===== config.mk =====
export PLATFORM = sky130hd
export DESIGN_NAME = terminal_key_sequence_decoder_top
export DESIGN_NICKNAME = d
export VERILOG_FILES = /design/src/rtl/core/kseq_pkg.sv /design/src/rtl/core/terminal_key_sequence_decoder_top.sv /design/src/rtl/core/kseq_step.sv
export SDC_FILE = /design/constraint.sdc
export NUM_CORES = 1
export LEC_CHECK = 0
export BUFFER_PORTS_ARGS = -buffer_cell sky130_fd_sc_hd__clkbuf_2
export CELL_PAD_IN_SITES_DETAIL_PLACEMENT = 2
export CELL_PAD_IN_SITES_GLOBAL_PLACEMENT = 2
export CORE_MARGIN = 5
export CORE_UTILIZATION = 35
export CTS_BUF_LIST = sky130_fd_sc_hd__clkbuf_8
export CTS_CLUSTER_DIAMETER = 150
export DETAILED_ROUTE_END_ITERATION = 7
export GPL_TIMING_DRIVEN = 0
export PLACE_DENSITY_LB_ADDON = 0.1
export SLEW_MARGIN = 20
export SYNTH_ARGS = -nofsm -noshare
export SYNTH_HDL_FRONTEND = slang
export SYNTH_SLANG_ARGS = --single-unit

===== constraint.sdc =====
create_clock -name clock -period 4.1 [get_ports clock]
set_input_delay 0.205 -clock clock [delete_from_list [all_inputs] [get_ports clock]]
set_output_delay 0.205 -clock clock [all_outputs]
set_load 0.03 [all_outputs]

===== src/rtl/core/kseq_pkg.sv =====
// Shared types, codes and constants for the terminal key sequence decoder.
package kseq_pkg;

   // Parser modes, one-hot
   typedef enum logic [5:0] {
      MODE_IDLE = 6'b000001,
      MODE_ESC  = 6'b000010,
      MODE_CSI  = 6'b000100,
      MODE_SS2  = 6'b001000,
      MODE_SS3  = 6'b010000,
      MODE_UTF8 = 6'b100000
   } mode_type;

   // Word commands
   localparam logic CMD_BYTE  = 1'b0;
   localparam logic CMD_DRAIN = 1'b1;

   // Special bytes and key code marks
   localparam logic [7:0]  ESC_BYTE      = 8'h1B;
   localparam logic [7:0]  CSI_INTRO     = 8'h5B;
   localparam logic [7:0]  SS2_INTRO     = 8'h4E;
   localparam logic [7:0]  SS3_INTRO     = 8'h4F;
   localparam logic [31:0] CODE_BAD_LEAD = 32'hFFFF_FFFF;
   localparam logic [31:0] CODE_BAD_CONT = 32'hFFFF_FFFE;
   localparam logic [31:0] CSI_MARK      = 32'h4000_0000;
   localparam logic [31:0] SS_MARK       = 32'h8000_0000;
   localparam logic [31:0] ALT_MARK      = 32'hC000_0000;
   localparam logic [31:0] SS3_FLAG      = 32'h0000_0080;
   localparam logic [31:0] ALT_FLAG      = 32'h0000_0100;
   localparam logic [4:0]  CSI_LIMIT     = 5'd24;
   localparam logic [4:0]  CSI_PART_STEP = 5'd5;

   // Parser state
   typedef struct packed {
      mode_type    mode;
      logic [31:0] acc;
      logic [4:0]  shift;
      logic [1:0]  remaining;
      logic        bad;
   } dec_state_type;

   localparam dec_state_type IDLE_STATE = '{
      mode:      MODE_IDLE,
      acc:       32'd0,
      shift:     5'd0,
      remaining: 2'd0,
      bad:       1'b0
   };

   // Outcome of one word
   typedef struct packed {
      logic        emit;
      logic [31:0] key_code;
   } dec_result_type;

endpackage


===== src/rtl/core/terminal_key_sequence_decoder_top.sv =====
// Top level: input register, parser state, decode step and result register.
//
// Decodes a stream of terminal input words (a byte, or an input-drained
// event) into 32-bit key codes: ASCII, UTF-8 code points, CSI sequences,
// SS2/SS3 and ESC-prefixed keys. One word is accepted per cycle, sustained,
// while the result register is free or being taken; a key code appears on
// the result port once the word that completes it has passed from the input
// register through the decode step into the result register.
// Throughput is set by the single parser state register, updated once per
// word. Words that finish no key produce no result. The input side stalls
// only while the input register holds a word and the result register holds
// a word that the receiver is stalling.
module terminal_key_sequence_decoder_top
   import kseq_pkg::*;
(
   input  logic        clock,
   input  logic        reset,
   input  logic        req_valid,
   output logic        req_stall,
   input  logic        req_command,
   input  logic [7:0]  req_data_byte,
   output logic        rsp_valid,
   input  logic        rsp_stall,
   output logic [31:0] rsp_key_code
);

   logic           in_valid_ff, in_valid_in;
   logic           in_cmd_ff;
   logic [7:0]     in_byte_ff;
   dec_state_type  state_ff, state_in;
   logic           rsp_valid_ff, rsp_valid_in;
   logic [31:0]    rsp_code_ff;
   dec_state_type  step_nxt;
   dec_result_type step_res;
   logic           out_free;
   logic           fire;
   logic           req_take;

   // Handshake control
   assign out_free  = !rsp_valid_ff || !rsp_stall;
   assign fire      = in_valid_ff && out_free;
   assign req_stall = in_valid_ff && !out_free;
   assign req_take  = req_valid && !req_stall;

   kseq_step u_step (
      .cmd       (in_cmd_ff),
      .data_byte (in_byte_ff),
      .cur       (state_ff),
      .nxt       (step_nxt),
      .res       (step_res)
   );

   // Advance input valid, parser state and result valid
   always_comb begin
      in_valid_in  = req_take ? 1'b1 : (fire ? 1'b0 : in_valid_ff);
      state_in     = fire ? step_nxt : state_ff;
      rsp_valid_in = rsp_valid_ff && rsp_stall;
      if (fire && step_res.emit) begin
         rsp_valid_in = 1'b1;
      end
   end

   always_ff @(posedge clock) begin
      if (reset) begin
         in_valid_ff  <= 1'b0;
         state_ff     <= IDLE_STATE;
         rsp_valid_ff <= 1'b0;
      end else begin
         in_valid_ff  <= in_valid_in;
         state_ff     <= state_in;
         rsp_valid_ff <= rsp_valid_in;
      end
   end

   // Capture input word
   always_ff @(posedge clock) begin
      if (req_take) begin
         in_cmd_ff  <= req_command;
         in_byte_ff <= req_data_byte;
      end
   end

   // Hold result word until taken
   always_ff @(posedge clock) begin
      if (fire && step_res.emit) begin
         rsp_code_ff <= step_res.key_code;
      end
   end

   assign rsp_valid    = rsp_valid_ff;
   assign rsp_key_code = rsp_code_ff;

endmodule


===== src/rtl/core/kseq_step.sv =====
// Single-pass next-state and key code logic for one input word.
module kseq_step
   import kseq_pkg::*;
(
   input  logic           cmd,
   input  logic [7:0]     data_byte,
   input  dec_state_type  cur,
   output dec_state_type  nxt,
   output dec_result_type res
);

   logic [31:0] csi_part;
   logic [31:0] csi_acc;
   logic [1:0]  rem_dec;
   logic        cont_ok;
   logic [31:0] utf_acc;

   // CSI part placed at the current pack position
   always_comb begin
      if (data_byte <= 8'h3F) begin
         csi_part = {24'd0, data_byte - 8'h20};
      end else begin
         csi_part = {24'd0, data_byte - 8'h40};
      end
      csi_acc = cur.acc | (csi_part << cur.shift);
   end

   // UTF-8 continuation accumulate
   always_comb begin
      cont_ok = (data_byte[7:6] == 2'b10);
      utf_acc = {cur.acc[25:0], data_byte[5:0]};
      rem_dec = cur.remaining - 2'd1;
   end

   // Decode one word
   always_comb begin
      nxt = cur;
      res = '{emit: 1'b0, key_code: 32'd0};
      if (cmd == CMD_DRAIN) begin
         nxt = IDLE_STATE;
         unique case (cur.mode)
            MODE_ESC, MODE_SS2, MODE_SS3: begin
               res = '{emit: 1'b1, key_code: 32'd0};
            end
            MODE_CSI: begin
               res = '{emit: 1'b1, key_code: cur.acc};
            end
            MODE_UTF8: begin
               res = '{emit: 1'b1, key_code: CODE_BAD_LEAD};
            end
            default: begin
               res = '{emit: 1'b0, key_code: 32'd0};
            end
         endcase
      end else begin
         unique case (cur.mode)
            MODE_ESC: begin
               if (data_byte == CSI_INTRO) begin
                  nxt.mode  = MODE_CSI;
                  nxt.acc   = CSI_MARK;
                  nxt.shift = 5'd0;
               end else if (data_byte == SS2_INTRO) begin
                  nxt.mode = MODE_SS2;
               end else if (data_byte == SS3_INTRO) begin
                  nxt.mode = MODE_SS3;
               end else begin
                  nxt = IDLE_STATE;
                  res = '{emit: 1'b1,
                          key_code: ALT_MARK | ALT_FLAG | {24'd0, data_byte}};
               end
            end
            MODE_CSI: begin
               if (cur.shift >= CSI_LIMIT) begin
                  // too long: drop this byte and flush
                  nxt = IDLE_STATE;
                  res = '{emit: 1'b1, key_code: cur.acc};
               end else if (data_byte >= 8'h20 && data_byte <= 8'h3F) begin
                  nxt.acc   = csi_acc;
                  nxt.shift = cur.shift + CSI_PART_STEP;
               end else if (data_byte >= 8'h40 && data_byte <= 8'h7E) begin
                  nxt = IDLE_STATE;
                  res = '{emit: 1'b1, key_code: csi_acc};
               end
            end
            MODE_SS2: begin
               nxt = IDLE_STATE;
               res = '{emit: 1'b1, key_code: SS_MARK | {24'd0, data_byte}};
            end
            MODE_SS3: begin
               nxt = IDLE_STATE;
               res = '{emit: 1'b1,
                       key_code: SS_MARK | SS3_FLAG | {24'd0, data_byte}};
            end
            MODE_UTF8: begin
               if (rem_dec == 2'd0) begin
                  nxt = IDLE_STATE;
                  if (cur.bad || !cont_ok) begin
                     res = '{emit: 1'b1, key_code: CODE_BAD_CONT};
                  end else begin
                     res = '{emit: 1'b1, key_code: utf_acc};
                  end
               end else begin
                  nxt.remaining = rem_dec;
                  if (cont_ok) begin
                     nxt.acc = utf_acc;
                  end else begin
                     nxt.bad = 1'b1;
                  end
               end
            end
            default: begin
               // idle: ASCII, ESC or a UTF-8 lead byte
               nxt = IDLE_STATE;
               if (data_byte == ESC_BYTE) begin
                  nxt.mode = MODE_ESC;
               end else if (data_byte[7] == 1'b0) begin
                  res = '{emit: 1'b1, key_code: {24'd0, data_byte}};
               end else if (data_byte[7:5] == 3'b110) begin
                  nxt.mode      = MODE_UTF8;
                  nxt.acc       = {27'd0, data_byte[4:0]};
                  nxt.remaining = 2'd1;
               end else if (data_byte[7:4] == 4'b1110) begin
                  nxt.mode      = MODE_UTF8;
                  nxt.acc       = {28'd0, data_byte[3:0]};
                  nxt.remaining = 2'd2;
               end else if (data_byte[7:3] == 5'b11110) begin
                  nxt.mode      = MODE_UTF8;
                  nxt.acc       = {29'd0, data_byte[2:0]};
                  nxt.remaining = 2'd3;
               end else begin
                  res = '{emit: 1'b1, key_code: CODE_BAD_LEAD};
               end
            end
         endcase
      end
   end

endmodule


==> impl_metrics.py <==
metrics = {
    "run_status": {
        "status": "finished clean",
    },
    "floorplan": {
        "ios": 47,
        "coreArea_um2": 16600,
        "die_h_um": 140,
        "die_area_um2": 19700,
        "die_x_um": 140,
        "initial_core_util": 0.358,
        "num_rows": 47,
    },
    "setup_path": {
        "cp.required_ns": 4.30,
        "start_kind": "register",
        "crit_type": "reg -> reg",
        "max_stage_delay_ns": 0.75,
        "worstPathArrival_ns": 4.13,
        "path_cells": "clkbuf_2 -> inv_1 -> ha_1 -> clkbuf_1 -> mux2_2 -> o21ai_0 -> a221o_1 -> a21oi_1 -> o21ai_0",
        "end_kind": "register",
        "worstPathMaxFanout": 10,
        "cp_slowest_cell": "o21ai_0",
        "worst_path_most_repeated_cell": "o21ai_0",
    },
    "clocking": {
        "clockBufferDepth": 2,
        "clkTransAtPathRegs_ns": 0.10,
        "worst_skew_pair.late_latency_ns": 0.41,
        "cts-root-buf": "clkbuf_8",
        "cts-htree-levels": 3,
        "tritoncts": "yes",
        "numCtsBuffers": 9,
        "cts.sinks": 89,
        "post-cts-setup-buffers": 0,
    },
    "power_and_ir_drop": {
        "p_int_mw": 1.30,
        "p_switching_mw": 0.535,
        "leakagePower_nw": 2.36,
        "switching_share": 0.292,
        "ir_drop_mv": 0.146,
        "sequentialPowerShare": 0.521,
        "p_comb_frac": 0.126,
        "power_mw": 1.83,
        "power_frac_clock": 0.353,
        "p_per_area_nw_per_um2": 270,
    },
    "logic_synthesis": {
        "ys_seq_area_frac": 0.368,
        "syn_nets": 725,
        "synthCells": 700,
        "yosysWarnings": 0,
        "synth_seq_cells": 89,
        "async_reset_ff_frac": 0,
        "avgSynthCellArea_um2": 8.51,
        "synth-main-ff-cell": "dfxtp_1",
        "synth.distinct_cells": 82,
        "syn_area_um2": 5960,
        "synth_edf_count": 41,
    },
    "worst_hold_path": {
        "min_path_type": "in -> reg",
    },
    "timing": {
        "period_minus_slack_ns": 3.93,
        "fin_crit_sh": 0.958,
        "slew_headroom": 0.351,
        "fin_ws_ns": 0.171,
        "final-setup-viol-count": 0,
        "fin_skew_ns": 0.0214,
        "hold_viol": 0,
        "grt_setup_unrepaired": "no",
        "worst_pin_slew_ns": 0.965,
        "whs_ns": 0.0369,
        "slew_violations": 0,
        "fmax_mhz": 255,
    },
    "grt": {
        "grt_overflow": 0,
        "antenna_found_initial": 0,
        "grt_first_pass_wirelength_um": 40200,
        "grt_pass1_vias": 6590,
        "grtUsageTotal": 0.266,
        "grt_max_degree": 30,
    },
    "final_layout": {
        "area_growth_pct": 14.2,
        "fin_area_um2": 6800,
        "layout_commonest_cell": "a21oi_1",
        "fillers": 1920,
        "final_net_count": 792,
        "final-seq-area_um2": 2190,
        "drive_gt1_frac": 0.130,
        "multi_input_area_um2": 3510,
        "final_cell_mix": "a21oi_1, o21ai_0, nor2_1, nand2_1",
        "n_antenna_cell": 0,
    },
    "route": {
        "m1WireLength_um": 12300,
        "first_iter_violations": 538,
        "routed-wl-met3_um": 1620,
        "drtPass1Iterations": 5,
        "vias_per_cell": 6.41,
        "wl_um": 26700,
        "drc": 0,
        "wl_per_cell_um": 26.9,
        "wl_met2_um": 12000,
        "routed.top_layer": "met4",
        "num_vias": 6362,
        "antenna_left": 0,
    },
    "job": {
        "maxCapViolCount": 0,
    },
    "placed_design": {
        "place_area_um2": 6490,
        "dp_hpwl_um": 20600,
        "dp_slack_ns": 0.107,
        "place_congestion": 0.934,
        "io_buffers": 46,
    },
}
timing repair:
item | in CTS | in global routing
hold buffers | 9 | 0
endpoints found under the hold margin | 9 | 0
endpoints found under the setup margin | 0 | 44
resized for setup | 0 | 6
worst max-delay path, delay by kind of cell (launching register included):
family,cells,cell delay (ns)
AOI/OAI and AO/OA,4,1.56
buffers and inverters,3,0.95
DFF,1,0.45
muxes,1,0.44
adders and majority gates,1,0.32
final cells by class:
type,count,area share
clock buffer,9,0.0182
inverter,19,0.0105
clock inverter,7,0.0103
multi-input combinational,539,0.516
timing repair buffer,56,0.0500
sequential,89,0.322
tap,220,0.0405
buffer,53,0.0324
flip-flops by register name, summed over array words and instances, names as in the netlist:
name and count:
state_ff 46, rsp_key_code 32, in_byte_ff 8, in_cmd_ff 1, in_valid_ff 1, rsp_valid 1
cells in the mapped netlist, types with 6 or more instances:
cell	n	share of area
a211o_1	10	0.015
a21o_1	6	0.0076
a21oi_1	75	0.063
a22oi_1	16	0.020
a31oi_1	8	0.0084
a32oi_1	8	0.012
and2_1	10	0.011
buf_2	6	0.0050
clkbuf_1	44	0.028
dfxtp_1	48	0.16
edfxtp_1	41	0.21
ha_1	12	0.025
inv_1	19	0.012
mux2i_1	8	0.013
nand2_1	49	0.031
nand2b_1	7	0.0074
nand3_1	18	0.015
nor2_1	53	0.033
nor2b_1	11	0.012
nor3_1	15	0.013
o211a_1	6	0.010
o211ai_1	10	0.013
o21a_1	7	0.0088
o21ai_0	71	0.060
o2bb2ai_1	6	0.0088
o31ai_1	6	0.0076
or3_1	6	0.0063
logic make-up (layout without fill, tap and decap cells):
| kind of cell | Yosys count | in the layout | synth area share |
|---|---|---|---|
| xor gates and xnor gates | 3 | 3 | 0.00441 |
| AOI/OAI and AO/OA | 290 | 290 | 0.325 |
| and+or+nand+nor | 220 | 220 | 0.196 |
| buffers and inverters | 72 | 144 | 0.0485 |
| adders and majority gates | 12 | 12 | 0.0252 |
| muxes | 14 | 14 | 0.0324 |
| DFF | 89 | 89 | 0.368 |
path summary, 6_finish.rpt:
check,from,endpoint,slack [ns],cells past startpoint
worst max register to register,in_byte_ff[7],rsp_key_code[9],0.17,9
worst min register to register,state_ff[34],state_ff[34],0.50,1
worst min-delay path,req_valid,in_valid_ff,0.04,3
worst max-delay path,in_byte_ff[7],rsp_key_code[9],0.17,9
through the flow:
stage | util | setup TNS, ns | instances
floorplan | - | 0 | 700
global placement | 0.388 | -43.41 | 966
detailed placement | 0.390 | 0 | 967
CTS | 0.407 | 0 | 992
global route | 0.409 | 0 | 992
finish | 0.409 | 0 | 992
power by group through the flow:
stage          registers [mW]  clock network, mW  logic (mW)
3_5_place_dp            0.976                  0       0.216
4_1_cts                 0.955              0.655       0.224
6_report                0.956              0.648       0.231
3_3_place_gp            0.975                  0       0.208
2_1_floorplan           0.985                  0       0.120
5_1_grt                 0.958              0.704       0.243
layer usage:
| layer | vias up | global-route usage |
|---|---|---|
| met5 | - | 0 |
| met4 | 0 | 0.0887 |
| met3 | 49 | 0.0484 |
| met2 | 234 | 0.412 |
| met1 | 3263 | 0.373 |
| li1 | 2816 | - |
No activity file was read; power rests on OpenSTA's default activity.
